File: src/rtl/mrd_pkg.sv
package mrd_pkg;

   localparam int MSG_W          = 32;
   localparam int OP_W           = 2;
   localparam int ST_W           = 2;
   localparam int CNT_W          = 5;
   localparam int CSR_ADDR_W     = 3;
   localparam int CSR_DATA_W     = 32;
   localparam int SLOT_DEPTH_DEF = 16;

   localparam logic [CNT_W-1:0] CAPACITY_RST = CNT_W'(16);

   // request operation codes
   localparam logic [OP_W-1:0] OP_SEND = 2'd0;
   localparam logic [OP_W-1:0] OP_JAM  = 2'd1;
   localparam logic [OP_W-1:0] OP_RECV = 2'd2;

   // response status codes
   localparam logic [ST_W-1:0] ST_DONE  = 2'd0;
   localparam logic [ST_W-1:0] ST_FULL  = 2'd1;
   localparam logic [ST_W-1:0] ST_EMPTY = 2'd2;

   // register word index (paddr[2])
   localparam logic REG_CAPACITY = 1'b0;

   typedef struct packed {
      logic [OP_W-1:0]  op;
      logic [MSG_W-1:0] message_in;
   } req_type;

   typedef struct packed {
      logic [ST_W-1:0]  status;
      logic [MSG_W-1:0] message_out;
      logic [CNT_W-1:0] fill_level;
   } rsp_type;

endpackage

File: src/rtl/mrd_slot_ram.sv
module mrd_slot_ram #(
   parameter int DEPTH = mrd_pkg::SLOT_DEPTH_DEF,
   localparam int IDX_W = (DEPTH > 1) ? $clog2(DEPTH) : 1
) (
   input  logic                     clock,
   input  logic                     wr_en,
   input  logic [IDX_W-1:0]         wr_addr,
   input  logic [mrd_pkg::MSG_W-1:0] wr_data,
   input  logic                     rd_en,
   input  logic [IDX_W-1:0]         rd_addr,
   output logic [mrd_pkg::MSG_W-1:0] rd_data
);

   logic [mrd_pkg::MSG_W-1:0] mem [DEPTH];
   logic [mrd_pkg::MSG_W-1:0] rd_data_ff;

   always_ff @(posedge clock) begin
      if (wr_en) begin
         mem[wr_addr] <= wr_data;
      end
   end

   // registered read, held while not enabled
   always_ff @(posedge clock) begin
      if (rd_en) begin
         rd_data_ff <= mem[rd_addr];
      end
   end

   assign rd_data = rd_data_ff;

endmodule

File: src/rtl/message_ring_deque.sv
// message_ring_deque: a ring of 32-bit message slots used as a double-ended queue.
//
// Request channel (req_valid / req_stall / req_data): each request carries an op
// and a message word. Send appends at the tail, jam inserts ahead of the head so
// it is received first, receive removes the head word. A send or jam while full,
// or a receive while empty, is refused with a status and changes nothing.
// Response channel (rsp_valid / rsp_stall / rsp_data): exactly one response per
// request, in request order, with status, the received word (zero otherwise)
// and the fill level after the request.
// The response passes through the synchronous slot memory read and read stage,
// then through the output register.
// Throughput: one request per cycle while the response channel is not stalled;
// head and count update at the request edge and the memory has separate read
// and write ports, so back-to-back requests never collide on a slot.
// Stall: a stalled response holds the output register; the read stage then
// holds too and req_stall rises until the output drains.
// Reset: capacity returns to 16, the queue is empty, head is zero. No clearing
// pass: slots are only read after being written. Writing the capacity register
// (only while idle) re-creates the queue empty.
module message_ring_deque #(
   parameter int SLOT_DEPTH = mrd_pkg::SLOT_DEPTH_DEF
) (
   input  logic                            clock,
   input  logic                            reset,
   input  logic                            req_valid,
   output logic                            req_stall,
   input  mrd_pkg::req_type                req_data,
   output logic                            rsp_valid,
   input  logic                            rsp_stall,
   output mrd_pkg::rsp_type                rsp_data,
   input  logic                            csr_psel,
   input  logic                            csr_penable,
   input  logic                            csr_pwrite,
   input  logic [mrd_pkg::CSR_ADDR_W-1:0]  csr_paddr,
   input  logic [mrd_pkg::CSR_DATA_W-1:0]  csr_pwdata,
   output logic [mrd_pkg::CSR_DATA_W-1:0]  csr_prdata,
   output logic                            csr_pready
);

   localparam int IDX_W   = (SLOT_DEPTH > 1) ? $clog2(SLOT_DEPTH) : 1;
   localparam int CNT_W   = mrd_pkg::CNT_W;
   localparam int CNT_MAX = (1 << CNT_W) - 1;
   localparam int CAP_MAX = (SLOT_DEPTH < CNT_MAX) ? SLOT_DEPTH : CNT_MAX;
   localparam logic [CNT_W-1:0] CAP_LIM = CNT_W'(CAP_MAX);
   localparam logic [CNT_W-1:0] CNT_ONE = CNT_W'(1);

   // configuration
   logic [CNT_W-1:0] capacity_ff, capacity_in;
   logic             cfg_wr;
   logic [CNT_W-1:0] act_slots;

   // ring pointers
   logic [CNT_W-1:0] head_ff, head_in;
   logic [CNT_W-1:0] count_ff, count_in;

   // read stage
   logic                      s1_valid_ff, s1_valid_in;
   logic [mrd_pkg::ST_W-1:0]  s1_status_ff, s1_status_in;
   logic [CNT_W-1:0]          s1_fill_ff, s1_fill_in;
   logic                      s1_recv_ff, s1_recv_in;

   // output register
   logic             rsp_valid_ff, rsp_valid_in;
   mrd_pkg::rsp_type rsp_data_ff, rsp_data_in;

   logic req_acc, s1_adv, out_free;

   logic [CNT_W:0]           tail_sum;
   logic [CNT_W-1:0]         tail_idx;
   logic [CNT_W-1:0]         head_dec, head_inc;
   logic                     q_full, q_empty;
   logic                     mem_wr;
   logic [IDX_W-1:0]         mem_wr_addr;
   logic [mrd_pkg::MSG_W-1:0] mem_rd_data;

   // ---------------- configuration port ----------------
   assign csr_pready = 1'b1;
   assign cfg_wr = csr_psel && csr_penable && csr_pwrite &&
                   (csr_paddr[2] == mrd_pkg::REG_CAPACITY);

   always_comb begin
      csr_prdata = '0;
      if (csr_paddr[2] == mrd_pkg::REG_CAPACITY) begin
         csr_prdata = {{(mrd_pkg::CSR_DATA_W-CNT_W){1'b0}}, capacity_ff};
      end
   end

   assign capacity_in = cfg_wr ? csr_pwdata[CNT_W-1:0] : capacity_ff;

   // clamp capacity into 1..min(SLOT_DEPTH, CNT_MAX)
   always_comb begin
      act_slots = capacity_ff;
      if (capacity_ff == '0) begin
         act_slots = CNT_ONE;
      end else if (capacity_ff > CAP_LIM) begin
         act_slots = CAP_LIM;
      end
   end

   // ---------------- handshake ----------------
   assign out_free  = !rsp_valid_ff || !rsp_stall;
   assign s1_adv    = s1_valid_ff && out_free;
   assign req_stall = s1_valid_ff && !out_free;
   assign req_acc   = req_valid && !req_stall;

   // ---------------- ring arithmetic ----------------
   // head stays below act_slots and count at most act_slots, so one compare-subtract wraps the tail
   assign tail_sum = {1'b0, head_ff} + {1'b0, count_ff};
   always_comb begin
      tail_idx = tail_sum[CNT_W-1:0];
      if (tail_sum >= {1'b0, act_slots}) begin
         tail_idx = CNT_W'(tail_sum - {1'b0, act_slots});
      end
   end

   assign head_dec = (head_ff == '0) ? (act_slots - CNT_ONE) : (head_ff - CNT_ONE);
   assign head_inc = ((head_ff + CNT_ONE) == act_slots) ? '0 : (head_ff + CNT_ONE);
   assign q_full   = (count_ff >= act_slots);
   assign q_empty  = (count_ff == '0);

   // decode the request; update head and count at the accept edge
   always_comb begin
      head_in      = head_ff;
      count_in     = count_ff;
      mem_wr       = 1'b0;
      mem_wr_addr  = IDX_W'(tail_idx);
      s1_status_in = mrd_pkg::ST_DONE;
      s1_recv_in   = 1'b0;
      case (req_data.op)
         mrd_pkg::OP_SEND: begin
            if (q_full) begin
               s1_status_in = mrd_pkg::ST_FULL;
            end else begin
               mem_wr   = req_acc;
               count_in = count_ff + CNT_ONE;
            end
         end
         mrd_pkg::OP_JAM: begin
            if (q_full) begin
               s1_status_in = mrd_pkg::ST_FULL;
            end else begin
               mem_wr      = req_acc;
               mem_wr_addr = IDX_W'(head_dec);
               head_in     = head_dec;
               count_in    = count_ff + CNT_ONE;
            end
         end
         mrd_pkg::OP_RECV: begin
            if (q_empty) begin
               s1_status_in = mrd_pkg::ST_EMPTY;
            end else begin
               s1_recv_in = 1'b1;
               head_in    = head_inc;
               count_in   = count_ff - CNT_ONE;
            end
         end
         default: begin
            // unused code: no change, report done
         end
      endcase
      s1_fill_in  = count_in;
      s1_valid_in = req_acc || (s1_valid_ff && !s1_adv);
      if (!req_acc) begin
         head_in  = head_ff;
         count_in = count_ff;
      end
      // capacity write re-creates the queue
      if (cfg_wr) begin
         head_in  = '0;
         count_in = '0;
      end
   end

   always_ff @(posedge clock) begin
      if (reset) begin
         capacity_ff <= mrd_pkg::CAPACITY_RST;
         head_ff     <= '0;
         count_ff    <= '0;
         s1_valid_ff <= 1'b0;
      end else begin
         capacity_ff <= capacity_in;
         head_ff     <= head_in;
         count_ff    <= count_in;
         s1_valid_ff <= s1_valid_in;
      end
   end

   // read-stage payload: load on accept, hold otherwise
   always_ff @(posedge clock) begin
      if (req_acc) begin
         s1_status_ff <= s1_status_in;
         s1_fill_ff   <= s1_fill_in;
         s1_recv_ff   <= s1_recv_in;
      end
   end

   // ---------------- slot memory ----------------
   // the head slot is always the one read; only a receive uses the data
   mrd_slot_ram #(
      .DEPTH (SLOT_DEPTH)
   ) u_slot_ram (
      .clock   (clock),
      .wr_en   (mem_wr),
      .wr_addr (mem_wr_addr),
      .wr_data (req_data.message_in),
      .rd_en   (req_acc),
      .rd_addr (IDX_W'(head_ff)),
      .rd_data (mem_rd_data)
   );

   // ---------------- output register ----------------
   always_comb begin
      rsp_valid_in = rsp_valid_ff;
      rsp_data_in  = rsp_data_ff;
      if (out_free) begin
         rsp_valid_in = s1_valid_ff;
      end
      if (s1_adv) begin
         rsp_data_in.status      = s1_status_ff;
         rsp_data_in.message_out = s1_recv_ff ? mem_rd_data : '0;
         rsp_data_in.fill_level  = s1_fill_ff;
      end
   end

   always_ff @(posedge clock) begin
      if (reset) begin
         rsp_valid_ff <= 1'b0;
      end else begin
         rsp_valid_ff <= rsp_valid_in;
      end
   end

   always_ff @(posedge clock) begin
      rsp_data_ff <= rsp_data_in;
   end

   assign rsp_valid = rsp_valid_ff;
   assign rsp_data  = rsp_data_ff;

   // ---------------- assertions ----------------
   a_count_in_range: assert property (@(posedge clock) disable iff (reset)
      count_ff <= act_slots)
      else $error("held count exceeds active capacity");

   a_head_in_range: assert property (@(posedge clock) disable iff (reset)
      head_ff < act_slots)
      else $error("head index outside active ring");

   a_refuse_no_change: assert property (@(posedge clock) disable iff (reset)
      (req_acc && !cfg_wr && (s1_status_in != mrd_pkg::ST_DONE))
      |=> ($stable(count_ff) && $stable(head_ff)))
      else $error("refused request changed the queue");

   a_msg_zero_unless_recv: assert property (@(posedge clock) disable iff (reset)
      (rsp_valid && (rsp_data.status != mrd_pkg::ST_DONE)) |-> (rsp_data.message_out == '0))
      else $error("refused response carries a message");

endmodule

File: config.mk
export PLATFORM = sky130hd
export DESIGN_NAME = message_ring_deque
export DESIGN_NICKNAME = d
export VERILOG_FILES = /design/src/rtl/mrd_pkg.sv /design/src/rtl/mrd_slot_ram.sv /design/src/rtl/message_ring_deque.sv
export SDC_FILE = /design/constraint.sdc
export NUM_CORES = 1
export LEC_CHECK = 0
export BUFFER_PORTS_ARGS = -buffer_cell sky130_fd_sc_hd__buf_2
export CORE_ASPECT_RATIO = 0.7
export CORE_MARGIN = 2
export CORE_UTILIZATION = 51
export CTS_CLUSTER_SIZE = 10
export DETAILED_ROUTE_END_ITERATION = 10
export GPL_TIMING_DRIVEN = 0
export PLACE_DENSITY = 0.74
export SYNTH_ARGS = -nofsm -noshare
export SYNTH_HDL_FRONTEND = slang
export SYNTH_SLANG_ARGS = --single-unit
File: constraint.sdc
create_clock -name clock -period 13.8 [get_ports clock]
set_input_delay 0.69 -clock clock [delete_from_list [all_inputs] [get_ports clock]]
set_output_delay 0.69 -clock clock [all_outputs]
set_load 0.02 [all_outputs]
==> impl_metrics.yaml <==
timing:
  holdWs_ns: 0.330
  min_period_ns: 6.48
  finalSetupViolCount: 0
  fmax_mhz: 154
  fin_setup_tns_ns: 0
  finClkSkew_ns: 0.0251
  fin_ws_ns: 7.32
  hold_viol: 0
  relSlewSlack: 0.239
  rsz0062_at_grt: "no"
  post-route-period-util: 0.470
  maxSlewViolCount: 0
  worst_pin_slew_ns: 1.14
logic_synthesis:
  avgSynthCellArea_um2: 21.2
  ys_warn_count: 0
  synth.distinct_cells: 60
  yosysSeqAreaShare: 0.753
  netlist_top_cells_count: "edfxtp_1 (591), mux4_2 (160), and2_1 (33), nor2_1 (33), buf_4 (29)"
  synthArstFlopShare: 0
  yosysTopAreaCell: "edfxtp_1"
  synth_flop_cell: "edfxtp_1"
  synth_top_area_share: 0.738
  synth-edff-count: 591
  synth_area_leaders: "edfxtp_1 (74%), mux4_2 (15%), dfxtp_1 (1.4%)"
  syn_area_mm2: 0.0240
  netlist_instances: 1135
  synth.most_common_cell: "edfxtp_1"
  synth-seq-cells: 608
clock_network:
  cts_hold_buf: 0
  worstSkewPairLatency_ns: 0.59
  cts_made_buffers: 71
  clockBufferDepth: 3
  cts_root_buf: "clkbuf_16"
  cts_sinks: 608
  ctsResizeCount: 0
  clkTransAtPathRegs_ns: 0.06
  cts_tree: "yes"
  post_cts_buffers: 0
  cts.htree.levels: 3
worst_hold_path:
  holdPathEnd: "capacity_ff[1]"
  hp-start: "csr_pwdata[1]"
  hp-class: "input port to flop"
  worst_hold_path.num_cells: 3
detailed_routing:
  ant_nets: 0
  first_iter_violations: 1481
  wire_per_inst_um: 26.5
  first_pass_iters: 5
  viasPerCell: 6.05
  routed_wl_um: 53500
  drcViolationCount: 0
  vias: 12200
critical_path:
  required_ns: 14.08
  r2r_start: "head_ff[1]"
  cp-end-kind: "flop"
  r2r_slack_ns: 7.32
  critPathKind: "flop to flop"
  crit_arrival_ns: 6.77
  path_max_fanout: 10
  critPathLaunchType: "flop"
  r2r_end: "u_slot_ram.mem[15][8]"
  worstRegToRegCells: 19
die:
  ioPinCount: 150
  start_util: 0.517
  core_area_mm2: 0.0465
  num_rows: 66
  die_height_um: 186
  die_x_um: 263
  dieArea_mm2: 0.0489
placement:
  place_inst: 1926
  place.gp.congestion: 0.825
  dpl-instance-area_mm2: 0.0262
  dp_hpwl_um: 34800
  io_buffers: 91
  dp_slack_ns: 7.33
status:
  status: "complete, no violations"
global_route:
  grt_pass1_vias: 12100
  grt_max_degree: 26
  grt-ovfl-total: 0
  grt.total_usage: 0.223
  grt_pass1_wl_um: 78700
  antenna_found_initial: 2
finish:
  diodes: 0
  area_growth_pct: 17.0
  final_cell_area_mm2: 0.0281
  fin_nets: 1485
  drive_gt1_frac: 0.334
  fillers: 3191
  finalNonFillerCells: 2018
power_and_ir_drop:
  power.density_mw_per_mm2: 145
  irDropWorstVdd_uv: 92.3
  p_leak_nw: 9.29
run:
  cap_viol_max_count: 0
==> area by class of cell <==
class                           count  area [µm²]  share of cell area
Sequential cell                   608       18100               0.643
Multi-Input combinational cell    454        5620               0.200
Clock buffer                       87        1920              0.0683
Timing Repair Buffer              153        1170              0.0418
Tap cell                          612         766              0.0272
Buffer                             78         443              0.0157
Inverter                           21        80.1             0.00285
Clock inverter                      5        38.8             0.00138
==> power breakdown <==
group	switching [W]	internal, W
Clock	0.000671	0.000968
Sequential	0.0000151	0.00209
Combinational	0.000200	0.000140
Total	0.000887	0.00320
==> stage by stage <==
stage | power, W | utilization
2_1_floorplan | 0.00235 | -
3_3_place_gp | 0.00246 | 0.545
3_5_place_dp | 0.00248 | 0.563
4_1_cts | 0.00412 | 0.605
5_1_grt | 0.00422 | 0.605
6_report | 0.00409 | 0.605
==> how the worst max path moves through the flow <==
| stage | from | end | slack (ns) | cells after the start |
|---|---|---|---|---|
| global placement | head_ff[1] | u_slot_ram.mem[12][15] | 3.57 | 16 |
| finish | head_ff[1] | u_slot_ram.mem[15][8] | 7.32 | 19 |
| CTS | head_ff[1] | u_slot_ram.mem[12][10] | 7.32 | 19 |
| floorplan | head_ff[1] | u_slot_ram.mem[0][0] | 7.62 | 16 |
| global route | head_ff[1] | u_slot_ram.mem[12][9] | 6.99 | 19 |
| detailed placement | head_ff[1] | u_slot_ram.mem[12][10] | 7.33 | 19 |
==> flip-flops by register name (all words and copies together) (netlist names), 2 cells and up <==
name	count
u_slot_ram.mem	512
rsp_data	39
u_slot_ram.rd_data	32
capacity_ff	5
count_ff	5
head_ff	5
s1_fill_ff	5
s1_status_ff	2
==> critical path: stages (launching register included) <==
cell and delay (ns):
dfxtp_1 0.55, buf_1 0.68, buf_1 0.66, inv_1 0.31, fa_1 0.52, inv_1 0.07
a21o_1 0.12, a21oi_1 0.07, xnor2_1 0.14, ha_1 0.20, a211oi_1 0.18, o221ai_1 0.17
a31oi_2 0.34, mux2i_1 0.17, a211oi_2 0.40, nand2_1 0.23, nor3_2 0.69, buf_6 0.24
buf_6 0.19, buf_6 0.20
==> kinds of logic after synthesis <==
kind of cell,Yosys count,synth area share
flip-flops,608,0.753
AO/OA/AOI/OAI,70,0.0201
buffers and inverters,99,0.0217
adder cells (fa/ha/maj),22,0.0121
AND/OR/NAND/NOR,150,0.0341
multiplexers,169,0.154
other,2,0.000312
XOR/XNOR,15,0.00547
==> layout by cell type (no fill, tap or decap), drive strengths merged, types with 3 or more instances in the layout <==
cell type / count
nor2: 33
mux2i: 9
or2: 4
a211oi: 11
buf: 207
and2: 33
conb: 28
a21oi: 21
o21ai: 11
or3: 4
a311oi: 3
o31ai: 3
dfxtp: 17
nor2b: 7
a21o: 3
nand2b: 8
nand2: 13
edfxtp: 591
o22ai: 4
xor2: 7
mux4: 160
clkbuf: 111
inv: 24
ha: 20
nand3: 13
nor3: 23
xnor2: 8
==> routing by layer <==
metal  GRT usage  routed length (µm)  vias up
li1            -                   -     5117
met3      0.0513                4840      109
met2       0.351               25300      654
met1       0.318               22000     6317
met4      0.0658                1260        4
met5           0                  28        -
Note: power is estimated with default switching activity, not from simulation.
